[src/design/cpd_pkg.sv]
package cpd_pkg;

  // Sizing
  localparam int MAX_OBJECTIVES = 16;
  localparam int VAL_W          = 32;
  localparam int NUM_W          = 5;
  localparam int EPS_W          = 31;
  localparam int CFG_IDX_W      = 4;
  localparam int CFG_DATA_W     = 32;
  localparam int VERDICT_W      = 2;
  localparam int CNT_W          = $clog2(MAX_OBJECTIVES + 1);
  localparam int POS_W          = (MAX_OBJECTIVES > 1) ? $clog2(MAX_OBJECTIVES) : 1;

  // Register indexes
  localparam logic [CFG_IDX_W-1:0] REG_NUM_OBJECTIVES = 4'd0;
  localparam logic [CFG_IDX_W-1:0] REG_EPSILON        = 4'd1;

  // Register reset values
  localparam logic [NUM_W-1:0] NUM_OBJECTIVES_RESET = 5'd2;
  localparam logic [EPS_W-1:0] EPSILON_RESET        = '0;

  typedef enum logic [VERDICT_W-1:0] {
    VERDICT_NONE   = 2'd0,
    VERDICT_FIRST  = 2'd1,
    VERDICT_SECOND = 2'd2
  } verdict_t;

  // One objective pair with both violation totals
  typedef struct packed {
    logic signed [VAL_W-1:0] obj_first;
    logic signed [VAL_W-1:0] obj_second;
    logic signed [VAL_W-1:0] viol_first;
    logic signed [VAL_W-1:0] viol_second;
  } item_t;

  // Decoded configuration seen by the evaluator
  typedef struct packed {
    logic [CNT_W-1:0] count;
    logic             single;
    logic [EPS_W-1:0] eps;
  } cfg_t;

endpackage

[src/design/cpd_item_if.sv]
interface cpd_item_if;
  logic                                valid;
  logic                                ready;
  logic signed [cpd_pkg::VAL_W-1:0]    obj_first;
  logic signed [cpd_pkg::VAL_W-1:0]    obj_second;
  logic signed [cpd_pkg::VAL_W-1:0]    viol_first;
  logic signed [cpd_pkg::VAL_W-1:0]    viol_second;

  modport source (
    output valid, obj_first, obj_second, viol_first, viol_second,
    input  ready
  );
  modport sink (
    input  valid, obj_first, obj_second, viol_first, viol_second,
    output ready
  );
endinterface

[src/design/cpd_result_if.sv]
interface cpd_result_if;
  logic                            valid;
  logic                            ready;
  logic [cpd_pkg::VERDICT_W-1:0]   verdict;

  modport source (output valid, verdict, input ready);
  modport sink (input valid, verdict, output ready);
endinterface

[src/design/cpd_cfg_if.sv]
interface cpd_cfg_if;
  logic                             valid;
  logic                             ready;
  logic [cpd_pkg::CFG_IDX_W-1:0]    index;
  logic [cpd_pkg::CFG_DATA_W-1:0]   data;

  modport source (output valid, index, data, input ready);
  modport sink (input valid, index, data, output ready);
endinterface

[src/design/cpd_cfg_regs.sv]
module cpd_cfg_regs (
  input  logic                              clk,
  input  logic                              rst,
  input  logic                              wr_valid,
  output logic                              wr_ready,
  input  logic [cpd_pkg::CFG_IDX_W-1:0]     wr_index,
  input  logic [cpd_pkg::CFG_DATA_W-1:0]    wr_data,
  output cpd_pkg::cfg_t                     cfg
);

  logic [cpd_pkg::NUM_W-1:0] num_objectives;
  logic [cpd_pkg::EPS_W-1:0] epsilon;
  logic [cpd_pkg::CNT_W-1:0] count;

  assign wr_ready = 1'b1;

  // Take register writes; unknown indexes are dropped
  always_ff @(posedge clk) begin
    if (rst) begin
      num_objectives <= cpd_pkg::NUM_OBJECTIVES_RESET;
      epsilon        <= cpd_pkg::EPSILON_RESET;
    end else if (wr_valid && wr_ready) begin
      case (wr_index)
        cpd_pkg::REG_NUM_OBJECTIVES: num_objectives <= wr_data[cpd_pkg::NUM_W-1:0];
        cpd_pkg::REG_EPSILON:        epsilon        <= wr_data[cpd_pkg::EPS_W-1:0];
        default: ;
      endcase
    end
  end

  // Clamp the objective count into 1..MAX_OBJECTIVES
  always_comb begin
    if (num_objectives == '0) begin
      count = cpd_pkg::CNT_W'(1);
    end else if (32'(num_objectives) > cpd_pkg::MAX_OBJECTIVES) begin
      count = cpd_pkg::CNT_W'(cpd_pkg::MAX_OBJECTIVES);
    end else begin
      count = cpd_pkg::CNT_W'(num_objectives);
    end
  end

  assign cfg.count  = count;
  assign cfg.single = (count == cpd_pkg::CNT_W'(1));
  assign cfg.eps    = epsilon;

endmodule

[src/design/cpd_in_stage.sv]
module cpd_in_stage (
  input  logic            clk,
  input  logic            rst,
  input  logic            in_valid,
  output logic            in_ready,
  input  cpd_pkg::item_t  in_item,
  input  logic            advance,
  output logic            s1_valid,
  output cpd_pkg::item_t  s1_item
);

  // Room when empty or when the held item moves on this cycle
  assign in_ready = !s1_valid || advance;

  always_ff @(posedge clk) begin
    if (rst) begin
      s1_valid <= 1'b0;
    end else if (in_ready) begin
      s1_valid <= in_valid;
    end
  end

  // Capture the payload on accept
  always_ff @(posedge clk) begin
    if (in_valid && in_ready) begin
      s1_item <= in_item;
    end
  end

endmodule

[src/design/cpd_eval.sv]
module cpd_eval (
  input  logic                             clk,
  input  logic                             rst,
  input  cpd_pkg::cfg_t                    cfg,
  input  logic                             s1_valid,
  input  cpd_pkg::item_t                   s1_item,
  output logic                             advance,
  output logic                             res_valid,
  input  logic                             res_ready,
  output logic [cpd_pkg::VERDICT_W-1:0]    res_verdict
);

  localparam int SUM_W  = cpd_pkg::CNT_W + 1;
  localparam int DIFF_W = cpd_pkg::VAL_W + 1;

  logic [cpd_pkg::POS_W-1:0]          position;
  logic                               first_better_seen;
  logic                               second_better_seen;

  logic signed [cpd_pkg::VAL_W-1:0]   a;
  logic signed [cpd_pkg::VAL_W-1:0]   b;
  logic signed [cpd_pkg::VAL_W-1:0]   va;
  logic signed [cpd_pkg::VAL_W-1:0]   vb;
  logic signed [DIFF_W-1:0]           diff;
  logic [DIFF_W-1:0]                  mag;
  logic                               a_less;
  logic                               a_more;
  logic                               first_hit;
  logic                               second_hit;
  logic                               first_better_next;
  logic                               second_better_next;
  logic                               last;
  logic                               out_free;
  cpd_pkg::verdict_t                  verdict;

  assign a  = s1_item.obj_first;
  assign b  = s1_item.obj_second;
  assign va = s1_item.viol_first;
  assign vb = s1_item.viol_second;

  // Compare the objective pair; single-objective mode applies the tolerance
  always_comb begin
    a_less = (a < b);
    a_more = (a > b);
    diff   = DIFF_W'(a) - DIFF_W'(b);
    mag    = diff[DIFF_W-1] ? DIFF_W'(-diff) : DIFF_W'(diff);
    if (cfg.single) begin
      first_hit  = (mag > DIFF_W'(cfg.eps)) && a_less;
      second_hit = (mag > DIFF_W'(cfg.eps)) && !a_less;
    end else begin
      first_hit  = a_less;
      second_hit = a_more;
    end
    first_better_next  = first_better_seen || first_hit;
    second_better_next = second_better_seen || second_hit;
  end

  assign last = (SUM_W'(position) + SUM_W'(1)) >= SUM_W'(cfg.count);

  // Rank by violation first, then by the objective flags
  always_comb begin
    if (va[cpd_pkg::VAL_W-1] && vb[cpd_pkg::VAL_W-1]) begin
      if (va > vb) begin
        verdict = cpd_pkg::VERDICT_FIRST;
      end else if (va < vb) begin
        verdict = cpd_pkg::VERDICT_SECOND;
      end else begin
        verdict = cpd_pkg::VERDICT_NONE;
      end
    end else if (va[cpd_pkg::VAL_W-1]) begin
      verdict = cpd_pkg::VERDICT_SECOND;
    end else if (vb[cpd_pkg::VAL_W-1]) begin
      verdict = cpd_pkg::VERDICT_FIRST;
    end else if (first_better_next && !second_better_next) begin
      verdict = cpd_pkg::VERDICT_FIRST;
    end else if (!first_better_next && second_better_next) begin
      verdict = cpd_pkg::VERDICT_SECOND;
    end else begin
      verdict = cpd_pkg::VERDICT_NONE;
    end
  end

  // A last item waits only while the result register is full and stalled
  assign out_free = !res_valid || res_ready;
  assign advance  = s1_valid && (!last || out_free);

  // Advance the position and flags; clear them after a verdict
  always_ff @(posedge clk) begin
    if (rst) begin
      position           <= '0;
      first_better_seen  <= 1'b0;
      second_better_seen <= 1'b0;
    end else if (advance) begin
      if (last) begin
        position           <= '0;
        first_better_seen  <= 1'b0;
        second_better_seen <= 1'b0;
      end else begin
        position           <= position + cpd_pkg::POS_W'(1);
        first_better_seen  <= first_better_next;
        second_better_seen <= second_better_next;
      end
    end
  end

  // Hold the verdict until the sink takes it
  always_ff @(posedge clk) begin
    if (rst) begin
      res_valid <= 1'b0;
    end else if (advance && last) begin
      res_valid <= 1'b1;
    end else if (res_ready) begin
      res_valid <= 1'b0;
    end
  end

  always_ff @(posedge clk) begin
    if (advance && last) begin
      res_verdict <= verdict;
    end
  end

  a_clear_after_verdict: assert property (@(posedge clk) disable iff (rst)
    advance && last |=> position == '0 && !first_better_seen && !second_better_seen)
    else $error("comparison state not cleared after verdict");

  a_no_overwrite: assert property (@(posedge clk) disable iff (rst)
    s1_valid && last && res_valid && !res_ready |-> !advance)
    else $error("verdict would overwrite a stalled result");

  a_stalled_result_holds: assert property (@(posedge clk) disable iff (rst)
    res_valid && !res_ready |=> res_valid && $stable(res_verdict))
    else $error("stalled verdict changed or dropped");

  a_flags_from_item: assert property (@(posedge clk) disable iff (rst)
    advance && !last && first_hit |=> first_better_seen)
    else $error("first-better flag lost on a non-final item");

endmodule

[src/design/constrained_pareto_dominance.sv]
// Constrained Pareto dominance comparator, one objective pair per item.
// Items wait in the input stage register; each verdict is registered in the result register.
// Throughput: one item per cycle but for the stall below; one compare plus flag update sets it.
// A final item stalls only while the previous verdict waits in the result register.
// Reset (rst, synchronous): clears position, flags and valids; num_objectives = 2, epsilon = 0.
module constrained_pareto_dominance (
  input  logic          clk,
  input  logic          rst,
  cpd_item_if.sink      item,
  cpd_result_if.source  result,
  cpd_cfg_if.sink       cfg
);

  cpd_pkg::cfg_t   cfg_dec;
  cpd_pkg::item_t  in_item;
  cpd_pkg::item_t  s1_item;
  logic            s1_valid;
  logic            advance;

  assign in_item.obj_first   = item.obj_first;
  assign in_item.obj_second  = item.obj_second;
  assign in_item.viol_first  = item.viol_first;
  assign in_item.viol_second = item.viol_second;

  cpd_cfg_regs u_cfg_regs (
    .clk      (clk),
    .rst      (rst),
    .wr_valid (cfg.valid),
    .wr_ready (cfg.ready),
    .wr_index (cfg.index),
    .wr_data  (cfg.data),
    .cfg      (cfg_dec)
  );

  cpd_in_stage u_in_stage (
    .clk      (clk),
    .rst      (rst),
    .in_valid (item.valid),
    .in_ready (item.ready),
    .in_item  (in_item),
    .advance  (advance),
    .s1_valid (s1_valid),
    .s1_item  (s1_item)
  );

  cpd_eval u_eval (
    .clk         (clk),
    .rst         (rst),
    .cfg         (cfg_dec),
    .s1_valid    (s1_valid),
    .s1_item     (s1_item),
    .advance     (advance),
    .res_valid   (result.valid),
    .res_ready   (result.ready),
    .res_verdict (result.verdict)
  );

endmodule

[src/flat_wrapper.sv]
// flat-port wrapper written by rule: the top's interface ports become plain ports
module constrained_pareto_dominance_flat 
  (clk, rst, item_valid, item_obj_first, item_obj_second, item_viol_first, item_viol_second, item_ready, result_valid, result_verdict, result_ready, cfg_valid, cfg_index, cfg_data, cfg_ready);
  cpd_item_if item_i ();
  cpd_result_if result_i ();
  cpd_cfg_if cfg_i ();
  input  logic clk;
  input  logic rst;
  input wire logic [$bits(item_i.valid)-1:0] item_valid;
  input wire logic [$bits(item_i.obj_first)-1:0] item_obj_first;
  input wire logic [$bits(item_i.obj_second)-1:0] item_obj_second;
  input wire logic [$bits(item_i.viol_first)-1:0] item_viol_first;
  input wire logic [$bits(item_i.viol_second)-1:0] item_viol_second;
  output wire logic [$bits(item_i.ready)-1:0] item_ready;
  output wire logic [$bits(result_i.valid)-1:0] result_valid;
  output wire logic [$bits(result_i.verdict)-1:0] result_verdict;
  input wire logic [$bits(result_i.ready)-1:0] result_ready;
  input wire logic [$bits(cfg_i.valid)-1:0] cfg_valid;
  input wire logic [$bits(cfg_i.index)-1:0] cfg_index;
  input wire logic [$bits(cfg_i.data)-1:0] cfg_data;
  output wire logic [$bits(cfg_i.ready)-1:0] cfg_ready;
  assign item_i.valid = item_valid;
  assign item_i.obj_first = item_obj_first;
  assign item_i.obj_second = item_obj_second;
  assign item_i.viol_first = item_viol_first;
  assign item_i.viol_second = item_viol_second;
  assign item_ready = item_i.ready;
  assign result_valid = result_i.valid;
  assign result_verdict = result_i.verdict;
  assign result_i.ready = result_ready;
  assign cfg_i.valid = cfg_valid;
  assign cfg_i.index = cfg_index;
  assign cfg_i.data = cfg_data;
  assign cfg_ready = cfg_i.ready;
  constrained_pareto_dominance u_core (.clk(clk), .rst(rst), .item(item_i), .result(result_i), .cfg(cfg_i));
endmodule
[config.mk]
export PLATFORM = sky130hd
export DESIGN_NAME = constrained_pareto_dominance_flat
export DESIGN_NICKNAME = d
export VERILOG_FILES = /design/src/design/cpd_pkg.sv /design/src/design/cpd_item_if.sv /design/src/design/cpd_result_if.sv /design/src/design/cpd_cfg_if.sv /design/src/design/cpd_cfg_regs.sv /design/src/design/cpd_in_stage.sv /design/src/design/cpd_eval.sv /design/src/design/constrained_pareto_dominance.sv /design/src/flat_wrapper.sv
export SDC_FILE = /design/constraint.sdc
export NUM_CORES = 1
export LEC_CHECK = 0
export BUFFER_PORTS_ARGS = -buffer_cell sky130_fd_sc_hd__buf_4
export CAP_MARGIN = 25
export CORE_UTILIZATION = 53
export CTS_BUF_LIST = sky130_fd_sc_hd__clkbuf_4
export DETAILED_ROUTE_END_ITERATION = 8
export PLACE_DENSITY = 0.86
export SLEW_MARGIN = 25
export SYNTH_ARGS = -nofsm -noshare
export SYNTH_HDL_FRONTEND = slang
export SYNTH_SLANG_ARGS = --single-unit
[constraint.sdc]
create_clock -name clk -period 8.16 [get_ports clk]
set_input_delay 0.816 -clock clk [delete_from_list [all_inputs] [get_ports clk]]
set_output_delay 0.816 -clock clk [all_outputs]
set_load 0.02 [all_outputs]
== Word-level counts from Yosys, hierarchy flattened ==
Cells that the tools add are included.

* Register bits: 174
* Bits of input ports: 169
* Output and inout bits: 5
* Logic and storage cells: 66

* $add $sub $neg: 4
* $lt $le $gt $ge: 7
* Equal/unequal tests: 2
* Multiplexer cells: 17
* Reductions and logical operators: 24

{| class="wikitable"
|+ Operators with widths
! operator !! number
|-
| greater-than comparator 32 bit || 2
|-
| less-than comparator 32 bit || 2
|-
| greater-than comparator 33 x 31 -> 1 bit || 1
|-
| 2-to-1 mux 33 bit || 1
|-
| negator 33 bit || 1
|-
| subtractor 32 x 32 -> 33 bit || 1
|-
| 2-to-1 mux 2 bit || 7
|-
| 2-to-1 mux 5 bit || 2
|-
| logical AND 1 bit || 8
|-
| zero test 1 bit || 6
|-
| 2-to-1 mux 1 bit || 6
|-
| adder 4 x 1 -> 5 bit (second input constant) || 1
|-
| == test 5 x 1 -> 1 bit (second input constant) || 1
|-
| >= comparator 5 bit || 1
|-
| greater-than comparator 5 bit (second input constant) || 1
|-
| zero test 5 bit || 1
|-
| logical OR 1 bit || 5
|-
| adder 4 x 1 -> 4 bit (second input constant) || 1
|-
| == test 4 x 1 -> 1 bit (second input constant) || 1
|-
| zero test 4 bit || 1
|-
| 2-to-1 mux 4 bit || 1
|-
| AND reduction 2 bit || 2
|-
| nonzero test 2 bit || 1
|}

== Longest topological paths before layout ==
* Depth after elaboration: 14
* Mapped depth: 24
* Depth with buffers taken out: 24

== Hierarchy ==
From an unflattened synthesis, not the netlist that was laid out.

* Cells, all modules: 1038
* Area total of the unflattened synthesis: 10606.4 um^2

{| class="wikitable"
|+ By module, submodules not included
! module !! times used !! cells an instance !! area each (um^2) !! sequential area each (um^2)
|-
| cpd_eval || 1 || 735 || 5088.6 || 200.2
|-
| cpd_in_stage || 1 || 133 || 3898.7 || 3863.7
|-
| cpd_cfg_regs || 1 || 170 || 1619.1 || 720.7
|}

== Least setup slack after synthesis ==
Ideal clock, no wire load.

* Path type: reg-to-reg
* Start point: reg u_core.u_cfg_regs.num_objectives[1] (netlist bit)
* End point: reg u_core.u_in_stage.s1_item[0] (netlist name)
* Library setup time: 0.657 ns
* Data arrival time: 7.936 ns
* Data required time: 7.503 ns
* Setup slack: -0.433 ns
* Stages on the path, launching flop included: 13
* Buffers on the path: 0
* Clock period less this slack: 8.593 ns
* Cell sequence: dfxtp_1 > nor3_1 > nor2_1 > nor2_1 > ha_1 > nand2b_1 > a21oi_1 > nor2b_1 > o21ai_0 > nand2b_1 > a21oi_1 > nor2_1 > a21oi_1

* Cells in the longest elaborated chain, start to end: 9
* Elaborated cells on any way between the ends: 10
* Classes of those cells: order compare (2); mux (2); reduce/logical (6)

{| class="wikitable"
|+ Ends and longest elaborated chain
! item !! line !! text
|-
| start: declaration || cpd_cfg_regs.sv:11 || <nowiki>logic [cpd_pkg::NUM_W-1:0] num_objectives;</nowiki>
|-
| start signal: assignment || cpd_cfg_regs.sv:20 || <nowiki>num_objectives <= cpd_pkg::NUM_OBJECTIVES_RESET;</nowiki>
|-
| start signal: assignment || cpd_cfg_regs.sv:24 || <nowiki>cpd_pkg::REG_NUM_OBJECTIVES: num_objectives <= wr_data[cpd_pkg::NUM_W-1:0];</nowiki>
|-
| greater-than comparator 5 bit || cpd_cfg_regs.sv:35 || <nowiki>end else if (32'(num_objectives) > cpd_pkg::MAX_OBJECTIVES) begin</nowiki>
|-
| 2-to-1 mux 5 bit || cpd_cfg_regs.sv:35 ||
|-
| 2-to-1 mux 5 bit * || cpd_cfg_regs.sv:33 || <nowiki>if (num_objectives == '0) begin</nowiki>
|-
| >= comparator 5 bit * || cpd_eval.sv:58 || <nowiki>assign last = (SUM_W'(position) + SUM_W'(1)) >= SUM_W'(cfg.count);</nowiki>
|-
| zero test 1 bit * || cpd_eval.sv:85 || <nowiki>assign advance = s1_valid && (!last || out_free);</nowiki>
|-
| logical OR 1 bit * || cpd_eval.sv:85 ||
|-
| logical AND 1 bit * || cpd_eval.sv:85 ||
|-
| logical OR 1 bit * || cpd_in_stage.sv:13 || <nowiki>assign in_ready = !s1_valid || advance;</nowiki>
|-
| logical AND 1 bit * || cpd_in_stage.sv:25 || <nowiki>if (in_valid && in_ready) begin</nowiki>
|}

Mark *: on every way between the ends. The rest lies on a longest branch, timed or not.
A chain may end at the register's enable or synchronous reset.

== Final worst setup path ==
* Start point: reg u_core.u_in_stage.s1_item[68] (netlist name)
* End point: reg u_core.u_eval.res_verdict[1] (netlist bit), data pin

* Cells in the longest elaborated chain, start to end: 14
* Elaborated cells on any way between the ends: 22
* Classes of those cells: add/sub (2); order compare (3); mux (8); reduce/logical (9)

{| class="wikitable"
|+ Ends and longest elaborated chain
! item !! line !! text
|-
| subtractor 32 x 32 -> 33 bit || cpd_eval.sv:45 || <nowiki>diff = DIFF_W'(a) - DIFF_W'(b);</nowiki>
|-
| negator 33 bit || cpd_eval.sv:46 || <nowiki>mag = diff[DIFF_W-1] ? DIFF_W'(-diff) : DIFF_W'(diff);</nowiki>
|-
| 2-to-1 mux 33 bit || cpd_eval.sv:46 ||
|-
| greater-than comparator 33 x 31 -> 1 bit || cpd_eval.sv:48, cpd_eval.sv:49 ||
|-
| logical AND 1 bit || cpd_eval.sv:48 || <nowiki>first_hit = (mag > DIFF_W'(cfg.eps)) && a_less;</nowiki>
|-
| 2-to-1 mux 1 bit || cpd_eval.sv:47 || <nowiki>if (cfg.single) begin</nowiki>
|-
| logical OR 1 bit || cpd_eval.sv:54 || <nowiki>first_better_next = first_better_seen || first_hit;</nowiki>
|-
| zero test 1 bit || cpd_eval.sv:76 || <nowiki>end else if (!first_better_next && second_better_next) begin</nowiki>
|-
| logical AND 1 bit || cpd_eval.sv:76 ||
|-
| 2-to-1 mux 2 bit || cpd_eval.sv:76 ||
|-
| 2-to-1 mux 2 bit * || cpd_eval.sv:74 || <nowiki>end else if (first_better_next && !second_better_next) begin</nowiki>
|-
| 2-to-1 mux 2 bit * || cpd_eval.sv:72 || <nowiki>end else if (vb[cpd_pkg::VAL_W-1]) begin</nowiki>
|-
| 2-to-1 mux 2 bit * || cpd_eval.sv:70 || <nowiki>end else if (va[cpd_pkg::VAL_W-1]) begin</nowiki>
|-
| 2-to-1 mux 2 bit * || cpd_eval.sv:62 || <nowiki>if (va[cpd_pkg::VAL_W-1] && vb[cpd_pkg::VAL_W-1]) begin</nowiki>
|-
| named net u_core.u_eval.verdict[1] || cpd_eval.sv:34 || <nowiki>cpd_pkg::verdict_t verdict;</nowiki>
|-
| end signal: assignment || cpd_eval.sv:119 || <nowiki>res_verdict <= verdict;</nowiki>
|-
| end: declaration || cpd_eval.sv:10 || <nowiki>output logic [cpd_pkg::VERDICT_W-1:0] res_verdict</nowiki>
|}

The timed path passes the listed nets; every way through them passes the cells marked *.

==> results list <==
* Global-route wire length before repair: 38100 um
- The flow ran to the end, and the final reports show no timing, DRC or antenna violations.
- No sink is reached through more buffers than the 2 on the longest clock path.
- Hold timing on the final database bottoms out at a slack of 0.362 ns.
* Clk sink count: 174
- For this run, the number of standard cells in the final layout without fillers is 1512.
- The share of the Yosys chip area taken by registers is 0.454.
- At the worst endpoint, the required time is 8.50 ns.
- The clock period could shrink to 6.61 ns.
- Critical path type: reg -> reg
- The floorplan has 51 rows.
- The finished cells cover 0.0124 mm2.
* Starting density of the core: 0.541
* Worst min path class: in -> reg
- In the routed design, unresolved DRC markers number 0.
- For the pin with the worst max-slew slack, the measured transition is 0.870 ns.
* Setup repair after global routing missed its margin: no
- The number of setup buffers added after CTS is 0.
- In this run, the number of DRC markers left after iteration 0 of detailed routing was 570.
- Via count of the first global-routing pass: 8198
- RR Endpoint: u_core.u_eval.res_verdict[1]
- The worst hold path begins at item_obj_second[13].
- Setup Total Neg Slack: 0 ns
- Measured in cells, the most critical reg-to-reg path has a length of 23.
* Root buffer cell: clkbuf_4
* Global routing usage summed across all routing layers: 0.240
* Critical path peak fanout: 7
- Yosys mapped the design onto 77 distinct sky130hd cell types.
- Synthesis handed over a netlist of 1072 instances.
- Counting the fill cells in the layout gives 1592.
* Hold Path Sink: u_core.u_in_stage.s1_item[77]
- DRT Wirelength: 24100 um
* Total of max-cap violations: 0
- CTS tree: yes
- The clock tree synthesis step divided the H-tree into 4 levels.
* Fraction of the core area covered by cells at the end of the flow: 0.636
- Parity-gate share of the synthesized area counting xor and xnor cells: 0.0341
* Maximum clock frequency: 151 MHz
- Arrival time of the worst setup path: 6.95 ns
* Flip-flop and latch count after synthesis: 174
- Overall power of the completed layout: 2.18 mW
- Leading cell type in the layout, fill and taps excluded: buf_4
- # port buffers: 171
- From synthesis to final layout, the design area changed by 17.5%.
* Number of synthesized flops with an enable pin: 130
- Adder-cell share of the synthesized area: 0.125
* Start of the worst register-to-register path: u_core.u_in_stage.s1_item[68]
- Number of nets in the synthesized netlist: 1346
- The compound-gate portion of the synthesized area is 0.173.
- DR pass1 iterations: 5
- Post-CTS Hold Fix Bufs: 0
* Net count, final: 1507
- For this run, the leading register cell type out of synthesis is edfxtp_1.
* PD cells: 176 mW/mm2
- Each instance of the synthesized netlist takes up on average 9.83 um2.
* Clock latency reported for the late side of the worst-skew pair: 0.61 ns
- The max-slew violation total from the final report was 0.
* Placed Instances: 1479
- Share of layout cells above drive strength 1: 0.187
- In this run the remaining antenna-violating nets after routing total 0.
- Across the routed clock network, the largest skew measured is 0.0458 ns.
- Post-CTS repair changed the size of 0 cells.
* HPWL after detailed placement: 18600 um
* Final count of hold timing violations: 0
- Final setup margin: 1.55 ns
* Kind of start point of the critical path: flop
* Reg area: 0.00478 mm2
- Relative slew margins: 0.419
- After clock tree synthesis, the clock-pin slew on the worst setup and hold paths is 0.20 ns.
- Total number of vias: 8581
* Count of pins on the block boundary: 174
- GRT overflow: 0
* Die height: 143 um
- Summing all placed instances gives a cell area of 0.0120 mm2.
* Peak ir drop on the vdd network: 0.000106 V
* Inserted Clock Buffers: 17
- Full die area: 0.0204 mm2
- Final Wtd Congestion: 0.884
- Mapped Area: 0.0105 mm2
- Floorplan core area: 0.0195 mm2
- In this run the static leakage power is 5.15 nW.
- Launching element of the worst setup path: u_core.u_in_stage.s1_item[68]
* Largest net degree at the start of global routing: 105
* Die width: 143 um
* FFs w/ async S/R, synth: 0
* Number of antenna violations at the first check in global routing: 1
- Dividing the final minimum period by the clock period gives 0.809.
- Counting instances, the worst hold path has a depth of 1.
* Number of vias per cell: 5.68
- In this run the register-to-register setup slack is 1.55 ns.
- Of the total synthesized cell area, the portion taken by AND, OR, NAND and NOR gates is 0.155.
- Dominant combinational cell family by area after synthesis: compound AO/OA/AOI/OAI gates
- Count of endpoints failing setup in the final report: 0
- In the final routed layout, each cell accounts on average for 15.9 um.
- During synthesis, Yosys emitted a total of 0 warnings.
* Multiplexer share of the synthesized area: 0.00665
- Pre-CTS worst setup slack: 1.79 ns
* Category of the worst setup path capture point: flop
* Most frequent cells in the layout: 172 x buf_4, 130 x edfxtp_1, 120 x nand2_1
- Multi-input combinational cell area: 0.00522 mm2
## area by class of cell
cell class | count | share of cell area
multi-input cells | 761 | 0.422
inverters | 106 | 0.0321
well taps | 265 | 0.0268
flip-flops and latches | 174 | 0.386
clock inverters | 15 | 0.0165
repair buffers | 173 | 0.106
clock buffers | 17 | 0.0103
diodes | 1 | 0.000202
## registers in the layout (all words and copies together), names as in the netlist
name	flops
u_core.u_eval.res_valid	1
u_core.u_eval.second_better_seen	1
u_core.u_eval.position	4
u_core.u_eval.res_verdict	2
u_core.u_cfg_regs.num_objectives	5
u_core.u_cfg_regs.epsilon	31
u_core.u_in_stage.s1_valid	1
u_core.u_in_stage.s1_item	128
u_core.u_eval.first_better_seen	1
## metal layers
metal  vias up  global-route usage  wire, um
met5         -                   0         0
met4         0              0.0866       695
met3        47              0.0580      1590
met2       293               0.409     11400
met1      4000               0.293     10400
li1       4241                   -         -
## critical path, stage by stage, from the launching register on
cell and delay (ns):
edfxtp_1 0.37, inv_1 0.04, ha_1 0.43, a21oi_4 0.28, nand2_2 0.09, o211a_1 0.23
or4_1 0.43, a222oi_1 0.60, nand4_1 0.29, and2b_1 0.32, nor3b_1 0.49, a21oi_1 0.16
xor2_1 0.20, ha_1 0.30, nand4_1 0.14, or3_1 0.42, nor2_1 0.15, a31oi_1 0.12
a21oi_1 0.14, o21ai_0 0.10, or2_2 0.30, a211oi_1 0.23, a211oi_1 0.16, a311o_1 0.36
## cells in the mapped netlist, types with 3 or more instances
cell | n | area share
a211o_1 | 7 | 0.0058
a211oi_1 | 10 | 0.0071
a21boi_0 | 3 | 0.0021
a21o_1 | 33 | 0.024
a21oi_1 | 100 | 0.048
a21oi_4 | 4 | 0.0062
a22oi_1 | 5 | 0.0036
a31oi_1 | 10 | 0.0059
and2_1 | 12 | 0.0071
and3_1 | 5 | 0.0030
and4_1 | 9 | 0.0075
buf_2 | 7 | 0.0033
clkbuf_1 | 19 | 0.0068
dfxtp_1 | 44 | 0.084
edfxtp_1 | 130 | 0.37
ha_1 | 104 | 0.12
inv_1 | 106 | 0.038
mux2i_1 | 7 | 0.0067
nand2_1 | 121 | 0.043
nand2b_1 | 11 | 0.0065
nand3_1 | 20 | 0.0095
nand4_1 | 32 | 0.019
nor2_1 | 54 | 0.019
nor2b_1 | 9 | 0.0053
nor3_1 | 23 | 0.011
nor4_1 | 8 | 0.0048
o211a_1 | 5 | 0.0048
o211ai_1 | 8 | 0.0057
o21a_1 | 7 | 0.0050
o21ai_0 | 37 | 0.018
o21ai_1 | 9 | 0.0043
o31a_1 | 3 | 0.0025
o31ai_1 | 4 | 0.0029
or2_2 | 7 | 0.0042
or3_1 | 8 | 0.0048
or4_1 | 3 | 0.0021
xnor2_1 | 23 | 0.019
xor2_1 | 18 | 0.015
## report_power, final
part / total [mW] / switching (mW) / internal [mW]
combinational: 0.642 / 0.357 / 0.285
sequential: 1.01 / 0.0136 / 0.996
clock: 0.532 / 0.379 / 0.152
## worst max path at each step
stage | depth (start not counted) | to | slack (ns)
2_1_floorplan | 12 | u_core.u_in_stage.s1_item[0] | 2.45
3_3_place_gp | 22 | u_core.u_eval.res_verdict[1] | 1.93
3_5_place_dp | 23 | u_core.u_eval.res_verdict[1] | 1.79
4_1_cts | 23 | u_core.u_eval.res_verdict[1] | 1.71
5_1_grt | 23 | u_core.u_eval.res_verdict[1] | 1.13
6_report | 23 | u_core.u_eval.res_verdict[1] | 1.55
## logic make-up (layout without fill, tap and decap cells)
logic type / count (synthesis) / count (layout)
compound gates: 276 / 276
xor+xnor: 41 / 41
fa+ha+maj: 105 / 105
buf+inv: 137 / 311
flops: 174 / 174
mux: 7 / 7
other cells: 1 / 2
simple gates: 331 / 331
(Power assumes the default switching activity.)
